$ cat config.mk
export PLATFORM = sky130hd
export DESIGN_NAME = byte_pipe_ring_fifo
export DESIGN_NICKNAME = d
export VERILOG_FILES = /design/src/rtl/bprf_pkg.sv /design/src/rtl/byte_pipe_ring_fifo.sv /design/src/rtl/bprf_ram.sv /design/src/rtl/bprf_ctrl.sv /design/src/rtl/bprf_dp.sv
export SDC_FILE = /design/constraint.sdc
export NUM_CORES = 2
export LEC_CHECK = 0
export ABC_AREA = 1
export BUFFER_PORTS_ARGS = -buffer_cell sky130_fd_sc_hd__clkbuf_2
export CORE_ASPECT_RATIO = 1.4
export CORE_MARGIN = 2
export CORE_UTILIZATION = 28
export DETAILED_ROUTE_END_ITERATION = 12
export PLACE_DENSITY = 0.41
export REMOVE_ABC_BUFFERS = 1
export SLEW_MARGIN = 20
export SYNTH_ARGS = -nofsm -noshare
export SYNTH_HDL_FRONTEND = slang
export SYNTH_SLANG_ARGS = --single-unit
$ cat constraint.sdc
create_clock -name clk -period 4.1 [get_ports clk]
set_input_delay 0.41 -clock clk [delete_from_list [all_inputs] [get_ports clk]]
set_output_delay 0.41 -clock clk [all_outputs]
set_load 0.01 [all_outputs]
$ cat src/rtl/bprf_pkg.sv
// Package: shared types and codes for the byte pipe ring FIFO.
`timescale 1ns / 1ps
package bprf_pkg;

  localparam logic [2:0] REQ_WRITE    = 3'd0;
  localparam logic [2:0] REQ_READ     = 3'd1;
  localparam logic [2:0] REQ_CLOSE_WR = 3'd2;
  localparam logic [2:0] REQ_CLOSE_RD = 3'd3;
  localparam logic [2:0] REQ_REOPEN   = 3'd4;

  localparam logic [1:0] STAT_OK          = 2'd0;
  localparam logic [1:0] STAT_WOULD_BLOCK = 2'd1;
  localparam logic [1:0] STAT_END_STREAM  = 2'd2;
  localparam logic [1:0] STAT_CLOSED      = 2'd3;

  typedef enum logic [1:0] {
    S_IDLE,
    S_EXEC,
    S_FINISH,
    S_RESP
  } state_t;

  typedef struct packed {
    logic       load;
    logic       do_write;
    logic       do_read;
    logic       clr_writer;
    logic       clr_reader;
    logic       reopen;
    logic       set_status;
    logic [1:0] status;
    logic       finish;
  } cmd_t;

  typedef struct packed {
    logic [2:0] req_type;
    logic       full;
    logic       empty;
    logic       reader_open;
    logic       writer_open;
  } stat_t;

endpackage

$ cat src/rtl/byte_pipe_ring_fifo.sv
// Top level: byte pipe ring FIFO, controller plus datapath.
//
// Usage: one request channel (in_valid/in_ready, req_type, wr_byte) and one
// result channel (out_valid/out_ready, rd_byte, status, fill_level). Each
// request gives exactly one result. Requests: write a byte, read a byte,
// close the writer, close the reader, reopen the pipe. A request that can't
// proceed never stalls; it returns would_block, end_of_stream or
// closed_error in status. The pipe holds up to DEPTH-1 bytes.
// The block handles one request at a time: load, decide and update,
// byte store read, result. The registered read of the byte store sets
// the extra step.
// Reset: both positions cleared, both ends open, in_ready high; stored
// bytes are not cleared and are never read before being written.
// Receiver stall: the result holds steady in the output registers with
// out_valid high, and no new request is accepted until it is taken.
`timescale 1ns / 1ps
module byte_pipe_ring_fifo
  import bprf_pkg::*;
#(
  parameter int DEPTH = 256
) (
  input  logic       clk,
  input  logic       rst,
  input  logic       in_valid,
  output logic       in_ready,
  input  logic [2:0] req_type,
  input  logic [7:0] wr_byte,
  output logic       out_valid,
  input  logic       out_ready,
  output logic [7:0] rd_byte,
  output logic [1:0] status,
  output logic [7:0] fill_level
);

  cmd_t  cmd;
  stat_t stat;

  bprf_ctrl u_ctrl (
    .clk      (clk),
    .rst      (rst),
    .in_valid (in_valid),
    .in_ready (in_ready),
    .out_valid(out_valid),
    .out_ready(out_ready),
    .stat     (stat),
    .cmd      (cmd)
  );

  bprf_dp #(
    .DEPTH(DEPTH)
  ) u_dp (
    .clk       (clk),
    .rst       (rst),
    .req_type  (req_type),
    .wr_byte   (wr_byte),
    .cmd       (cmd),
    .stat      (stat),
    .rd_byte   (rd_byte),
    .status    (status),
    .fill_level(fill_level)
  );

endmodule

$ cat src/rtl/bprf_ram.sv
// Generic single-port-write, registered-read RAM.
`timescale 1ns / 1ps
module bprf_ram #(
  parameter int WIDTH = 8,
  parameter int DEPTH = 256,
  parameter int AW    = 8
) (
  input  logic             clk,
  input  logic             we,
  input  logic [AW-1:0]    waddr,
  input  logic [WIDTH-1:0] wdata,
  input  logic             re,
  input  logic [AW-1:0]    raddr,
  output logic [WIDTH-1:0] rdata
);

  logic [WIDTH-1:0] mem [DEPTH];

  always_ff @(posedge clk) begin
    if (we) begin
      mem[waddr] <= wdata;
    end
    if (re) begin
      rdata <= mem[raddr];
    end
  end

endmodule

$ cat src/rtl/bprf_ctrl.sv
// Controller: request sequencing and per-request decision.
`timescale 1ns / 1ps
module bprf_ctrl
  import bprf_pkg::*;
(
  input  logic  clk,
  input  logic  rst,
  input  logic  in_valid,
  output logic  in_ready,
  output logic  out_valid,
  input  logic  out_ready,
  input  stat_t stat,
  output cmd_t  cmd
);

  state_t state, state_next;

  always_ff @(posedge clk) begin
    if (rst) begin
      state <= S_IDLE;
    end else begin
      state <= state_next;
    end
  end

  always_comb begin
    state_next = state;
    case (state)
      S_IDLE:   if (in_valid) state_next = S_EXEC;
      S_EXEC:   state_next = S_FINISH;
      S_FINISH: state_next = S_RESP;
      S_RESP:   if (out_ready) state_next = S_IDLE;
      default:  state_next = S_IDLE;
    endcase
  end

  always_comb begin
    cmd       = '0;
    in_ready  = 1'b0;
    out_valid = 1'b0;
    case (state)
      S_IDLE: begin
        in_ready = 1'b1;
        cmd.load = in_valid;
      end
      S_EXEC: begin
        cmd.set_status = 1'b1;
        cmd.status     = STAT_OK;
        case (stat.req_type)
          REQ_WRITE: begin
            if (!stat.reader_open || !stat.writer_open) begin
              cmd.status = STAT_CLOSED;
            end else if (stat.full) begin
              cmd.status = STAT_WOULD_BLOCK;
            end else begin
              cmd.do_write = 1'b1;
            end
          end
          REQ_READ: begin
            if (!stat.reader_open) begin
              cmd.status = STAT_CLOSED;
            end else if (stat.empty) begin
              cmd.status = stat.writer_open ? STAT_WOULD_BLOCK : STAT_END_STREAM;
            end else begin
              cmd.do_read = 1'b1;
            end
          end
          REQ_CLOSE_WR: begin
            if (!stat.writer_open) begin
              cmd.status = STAT_CLOSED;
            end else begin
              cmd.clr_writer = 1'b1;
            end
          end
          REQ_CLOSE_RD: begin
            if (!stat.reader_open) begin
              cmd.status = STAT_CLOSED;
            end else begin
              cmd.clr_reader = 1'b1;
            end
          end
          REQ_REOPEN: begin
            cmd.reopen = 1'b1;
          end
          default: begin
            cmd.status = STAT_CLOSED;
          end
        endcase
      end
      S_FINISH: begin
        cmd.finish = 1'b1;
      end
      S_RESP: begin
        out_valid = 1'b1;
      end
      default: begin
        cmd = '0;
      end
    endcase
  end

endmodule

$ cat src/rtl/bprf_dp.sv
// Datapath: positions, end flags, byte store and result registers.
`timescale 1ns / 1ps
module bprf_dp
  import bprf_pkg::*;
#(
  parameter int DEPTH = 256
) (
  input  logic       clk,
  input  logic       rst,
  input  logic [2:0] req_type,
  input  logic [7:0] wr_byte,
  input  cmd_t       cmd,
  output stat_t      stat,
  output logic [7:0] rd_byte,
  output logic [1:0] status,
  output logic [7:0] fill_level
);

  localparam int AW = (DEPTH > 2) ? $clog2(DEPTH) : 1;
  localparam logic [AW-1:0] LAST    = AW'(DEPTH - 1);
  localparam logic [AW:0]   DEPTH_W = (AW + 1)'(DEPTH);

  logic [2:0]    req_q;
  logic [7:0]    wr_byte_q;
  logic [AW-1:0] read_pos;
  logic [AW-1:0] write_pos;
  logic          reader_open;
  logic          writer_open;
  logic          rd_ok;
  logic [AW-1:0] rp_inc;
  logic [AW-1:0] wp_inc;
  logic [AW:0]   diff_wrap;
  logic [AW-1:0] count;
  logic [AW+7:0] count_ext;
  logic [7:0]    ram_rdata;

  assign rp_inc = (read_pos == LAST) ? '0 : read_pos + AW'(1);
  assign wp_inc = (write_pos == LAST) ? '0 : write_pos + AW'(1);

  assign diff_wrap = {1'b0, write_pos} + DEPTH_W - {1'b0, read_pos};
  assign count     = (write_pos >= read_pos) ? (write_pos - read_pos) : diff_wrap[AW-1:0];
  assign count_ext = {8'b0, count};

  assign stat.req_type    = req_q;
  assign stat.full        = (wp_inc == read_pos);
  assign stat.empty       = (read_pos == write_pos);
  assign stat.reader_open = reader_open;
  assign stat.writer_open = writer_open;

  always_ff @(posedge clk) begin
    if (rst) begin
      read_pos    <= '0;
      write_pos   <= '0;
      reader_open <= 1'b1;
      writer_open <= 1'b1;
    end else begin
      if (cmd.reopen) begin
        read_pos    <= '0;
        write_pos   <= '0;
        reader_open <= 1'b1;
        writer_open <= 1'b1;
      end
      if (cmd.do_write) begin
        write_pos <= wp_inc;
      end
      if (cmd.do_read) begin
        read_pos <= rp_inc;
      end
      if (cmd.clr_writer) begin
        writer_open <= 1'b0;
      end
      if (cmd.clr_reader) begin
        reader_open <= 1'b0;
      end
    end
  end

  always_ff @(posedge clk) begin
    if (cmd.load) begin
      req_q     <= req_type;
      wr_byte_q <= wr_byte;
    end
    if (cmd.set_status) begin
      status <= cmd.status;
      rd_ok  <= cmd.do_read;
    end
    if (cmd.finish) begin
      rd_byte    <= rd_ok ? ram_rdata : 8'd0;
      fill_level <= count_ext[7:0];
    end
  end

  bprf_ram #(
    .WIDTH(8),
    .DEPTH(DEPTH),
    .AW   (AW)
  ) u_store (
    .clk  (clk),
    .we   (cmd.do_write),
    .waddr(write_pos),
    .wdata(wr_byte_q),
    .re   (cmd.do_read),
    .raddr(read_pos),
    .rdata(ram_rdata)
  );

endmodule
After elaboration in Yosys (flattened, before gate mapping) --
Memory sizes are Yosys's and may differ from the RTL's. A register that Yosys moved wholly into a read port is not among the register bits. Index checks and enable logic that the tools add are counted.
Cells by class: add/subtract/negate cells 5, magnitude comparators 1, eq/ne operators 13, multiplexer cells 38, reductions and logical operators 10
Operators with widths (number):
- 2-to-1 mux 8 bit | 7
- adder 8 x 1 -> 8 bit (second input constant) | 3
- 2-to-1 mux 1 bit | 21
- equality test 8 bit | 2
- equality test 8 bit (second input constant) | 2
- 2-to-1 mux 2 bit | 8
- subtractor 8 bit | 2
- one-hot mux 2 bit (5 select lines) | 1
- greater-or-equal comparator 8 bit | 1
- one-hot mux 2 bit (4 select lines) | 1
- nonzero test 2 bit | 4
- equality test 3 x 2 -> 1 bit (second input constant) | 2
- equality test 2 bit (second input constant) | 2
- inequality test 2 bit (second input constant) | 2
- equality test 3 x 1 -> 1 bit (second input constant) | 1
- equality test 3 bit (second input constant) | 1
- zero test 3 bit | 1
- equality test 2 x 1 -> 1 bit (second input constant) | 1
- zero test 1 bit | 2
- zero test 2 bit | 1
- AND reduction 2 bit | 1
- logical OR 1 bit | 1
Storage, ports and cells: flip-flop bits (word level) 50, memory bits (writable) 2048, bits of input ports 15, output and inout bits 20, logic and storage cells 79, memories kept 1
Memories:
- u_dp.u_store.mem | words 256, bits a word 8, rd ports 1, clocked after Yosys merged registers in 1, write ports 1, line bprf_ram.sv:17 | logic [WIDTH-1:0] mem [DEPTH];

Longest topological paths before layout --
depth after elaboration 9, depth in mapped cells 17, depth with buffers taken out 15

Hierarchy --
From an unflattened synthesis, not the netlist that was laid out.
Unflattened totals: cell total of the unflattened synthesis 7324, area total of the unflattened synthesis 86123.8 um^2
By module, submodules not included:
- bprf_ram | times used 1, cells an instance 7003, area an instance 83476.3 um^2, sequential area each 61739.2 um^2
- bprf_dp | times used 1, cells an instance 264, area an instance 2328.5 um^2, sequential area each 1261.2 um^2
- bprf_ctrl | times used 1, cells an instance 57, area an instance 319.1 um^2, sequential area each 40.0 um^2

Worst setup path before layout --
OpenSTA, ideal clock, no wires.
kind register to register, from register u_dp.wr_byte_q[0], to memory u_dp.u_store.mem[0][0], data pin, library setup time 817 ps, data arrival time 3228 ps, required time 3283 ps, setup slack 54 ps, cell stages (with the launch flop) 1, path buffers 0, period minus slack after synthesis 4046 ps, cells stage by stage edfxtp_1
RTL lines:
- from (decl) | line bprf_dp.sv:24 | logic [7:0] wr_byte_q;
- from (signal assigned) | line bprf_dp.sv:81 | wr_byte_q <= wr_byte;
- to (decl) | line bprf_ram.sv:17
Straight into the memory's write port.

Worst setup path after layout --
from register u_dp.write_pos[0], to memory u_dp.u_store.mem[233][2], enable pin
On the way: word-level cells in the longest chain between the ends 9, elaborated cells on any way between the ends 10, those cells by class add/sub: 1; eq/ne: 2; mux: 7
RTL lines:
- from (decl) | line bprf_dp.sv:26 | logic [AW-1:0] write_pos;
- from (signal assigned) | line bprf_dp.sv:64 | write_pos <= wp_inc;
- adder 8 x 1 -> 8 bit / equality test 8 bit (equally long branches) | line bprf_dp.sv:38 | assign wp_inc = (write_pos == LAST) ? '0 : write_pos + AW'(1);
- 2-to-1 mux 8 bit | line bprf_dp.sv:38
- equality test 8 bit | line bprf_dp.sv:45 | assign stat.full = (wp_inc == read_pos);
- 2-to-1 mux 1 bit | line bprf_ctrl.sv:53 | end else if (stat.full) begin
- 2-to-1 mux 1 bit | line bprf_ctrl.sv:51 | if (!stat.reader_open || !stat.writer_open) begin
- 2-to-1 mux 1 bit | line bprf_ctrl.sv:49 | case (stat.req_type)
- 2-to-1 mux 8 bit | line bprf_ctrl.sv:41 | case (state)
- 2-to-1 mux 1 bit | line bprf_ram.sv:20 | if (we) begin
- 2-to-1 mux 1 bit (implied by the code) | line bprf_ram.sv:21 | mem[waddr] <= wdata;
Several ways; a longest one is shown, not always the timed one.

==> flow_summary.yaml <==
floorplanning:
  dieArea_um2: 311000
  floorplan.rows: 240
  start_util_pct: 28.1
  die_w_um: 472
  pin_count: 35
  core_area_um2: 305000
  die_h_um: 659
yosys:
  yosys.cell_types.count: 38
  synth-seq-area-share_pct: 73.5
  syn_area_per_cell_um2: 11.8
  netlist_area_um2: 85700
  synth_edf_count: 2086
  yosys_register_bits: 2106
  synthFlopType: "edfxtp_1"
  async_flop_share_pct: 0
  yosys_warnings: 0
  netlist_instances: 7252
global_route:
  grt-ovfl-total: 0
  antenna_found_initial: 7
  busiest_layer: "met2"
  grtUsageMet2_pct: 31.0
  grt_pass1_vias: 56700
  grtUsageTotal_pct: 17.6
  met1_usage_pct: 22.3
  grt_pass1_wl_um: 405000
  grt_max_degree: 167
  use_met3_pct: 1.91
sta:
  period_share_pct: 88.5
  tightest_slew_ns: 1.10
  maxSlewHeadroom_pct: 26.0
  period_needed_ns: 3.63
  max_freq_mhz: 276
  skew_ns: 0.0523
  slew_violations: 0
  rsz0062_at_grt: "no"
  finalSetupViolations: 0
  hold_viol: 0
  setup_tns_ns: 0
final_layout:
  drive_above_1_share_pct: 8.13
  fin_nets: 7234
  final_area_um2: 98100
  fill_cells: 30600
  multi_input_area_um2: 20300
  seqCellArea_um2: 63100
  synthToLayoutAreaGrowth_pct: 14.4
critical_path:
  startpoint: "u_dp.write_pos[0]"
  crit_chain: "ha_1 > inv_2 > nor2_4 > xor2_1 > nand2_1 > nand2_1 > nor2_1 > nand3_2 > nand3_2 > nor2_2 > nand2_2 > buf_4 > nor2_1"
  r2r_slack_ns: 0.47
  slowest_stage: "nor2_1"
  startpoint_type: "flop"
  crit_fanout: 11
  r2r_cells: 13
  worst_ep_arrival_time_ns: 4.13
  timing.rr.end: "u_dp.u_store.mem[233][2]"
  critPathRequiredTime_ns: 4.60
  crit_type: "flop to flop"
  crit_family: "simple AND/OR/NAND/NOR gates"
  timing.rr.start: "u_dp.write_pos[0]"
  crit_buf_inv: 2
  max_stage_delay_ns: 0.71
  worstSetupEndpointType: "flop"
run_status:
  status: "completed"
placement:
  portBuffers: 34
  hpwl_um: 160000
  place_congestion: 0.837
  place_area_um2: 91000
cts:
  h-tree-depth: 4
  cts_made_buffers: 211
  cts-root-buf: "clkbuf_16"
  clkLatencyLatePin_ns: 0.90
  postCtsSetupBuffers: 0
  cts_sinks: 2106
  clkSlewWorstSetupHoldPaths_ns: 0.06
  tritoncts: "yes"
  clk_path_buf_depth: 4
worst_hold_path:
  hold_class: "input pin to flop"
  hold_path_startpoint: "wr_byte[1]"
  min_path_cells: 2
  hold-path-endpoint: "u_dp.wr_byte_q[1]"
route:
  detail_route.wl_per_cell_um: 24.7
  drtPass1Iterations: 6
  post-route-drc-count: 0
  dr.first_iter.drc_count: 4831
  ant_nets: 0
  dr_total_vias: 55600
  routed_via_density: 4.90
  wirelength_um: 280000
power_and_ir_drop:
  peakVddDrop_v: 0.000370
  p_per_area_nw_per_um2: 480
  p_total_mw: 47.0
  power.static_leakage_nw: 33.0
job:
  maxCapViolations: 0
-- cell families (layout without fill, tap and decap cells) --
group	count (synthesis)	after routing	synth area share [%]
other	0	1	0
flip-flops	2106	2106	73.5
adder cells (fa/ha/maj)	17	17	0.257
AO/OA/AOI/OAI	340	340	2.09
buffers and inverters	623	739	2.97
XOR/XNOR	10	10	0.102
AND/OR/NAND/NOR	4156	4156	21.1
-- power by group --
group          total, mW  internal, mW  leakage, nW  switching, mW
Sequential          24.8          24.7         18.9          0.119
Combinational       2.38         0.332         10.7           2.05
Clock               19.8          11.4         3.36           8.44
Total               47.0          36.4         33.0           10.6
-- routing by layer --
| layer | routed length (µm) | vias up |
|---|---|---|
| met5 | 13 | - |
| met4 | 10900 | 2 |
| met3 | 10800 | 429 |
| met2 | 140000 | 1331 |
| met1 | 118000 | 28200 |
| li1 | - | 25700 |
-- through the flow --
stage / setup slack, ns / cells / util [%] / hold slack, ns
3_5_place_dp: 0.388 / 11000 / 29.8 / 0.535
5_1_grt: 0.198 / 11400 / 32.2 / 0.241
3_3_place_gp: 0.136 / 11000 / 29.8 / 0.507
6_report: 0.471 / 11400 / 32.2 / 0.267
4_1_cts: 0.372 / 11400 / 32.1 / 0.197
2_1_floorplan: -57.00 / 6759 / - / 0.478
-- synthesized netlist by cell type, types with 22 or more instances --
cell / count / share of area, %
a21oi_1: 91 / 0.53
buf_1: 81 / 0.35
buf_2: 123 / 0.72
clkbuf_1: 279 / 1.2
edfxtp_1: 2086 / 73
inv_1: 121 / 0.53
nand2_1: 1958 / 8.6
nand3_1: 1759 / 10
nor2_1: 347 / 1.5
nor2_2: 22 / 0.16
nor3_1: 38 / 0.22
o21ai_0: 184 / 1.1
o22ai_1: 59 / 0.43
-- worst max path at each step --
stage                                    end  slack [ns]  cells past startpoint
global placement      u_dp.u_store.mem[7][4]        0.14                     13
floorplan           u_dp.u_store.mem[103][0]      -57.00                      8
CTS                 u_dp.u_store.mem[233][2]        0.37                     13
detailed placement  u_dp.u_store.mem[233][1]        0.39                     13
finish              u_dp.u_store.mem[233][2]        0.47                     13
global route        u_dp.u_store.mem[233][2]        0.20                     16
-- what timing repair did --
item | in CTS | in global routing
endpoints found under the hold margin | 22 | 0
resized for setup | 0 | 0
hold buffers | 14 | 0
-- state kept, by name (all words and copies together), names as in the netlist, 3 cells and up --
signal,count
u_dp.fill_level,8
u_dp.u_store.mem,2048
u_dp.u_store.rdata,8
u_dp.wr_byte_q,8
u_dp.req_q,3
u_dp.read_pos,8
u_dp.rd_byte,8
u_dp.write_pos,8
-- cells in the final DEF (no fill, tap or decap), types with 52 or more instances in the layout --
master and instances:
edfxtp_1 2086, nand2_1 1950, nand3_1 1759, nor2_1 347
clkbuf_16 214, o21ai_0 184, buf_4 128, inv_1 117
a21oi_1 91, o22ai_1 59, buf_12 52
-- layout make-up --
type	count	share of cell area (%)
antenna	1	0.00255
clock buffer	260	5.69
clock inverter	119	1.34
inverter	130	0.527
multi-input combinational	4523	20.7
sequential	2106	64.3
tap	3993	5.09
timing repair buffer	230	2.40
Power figures use the tool's default switching activity.
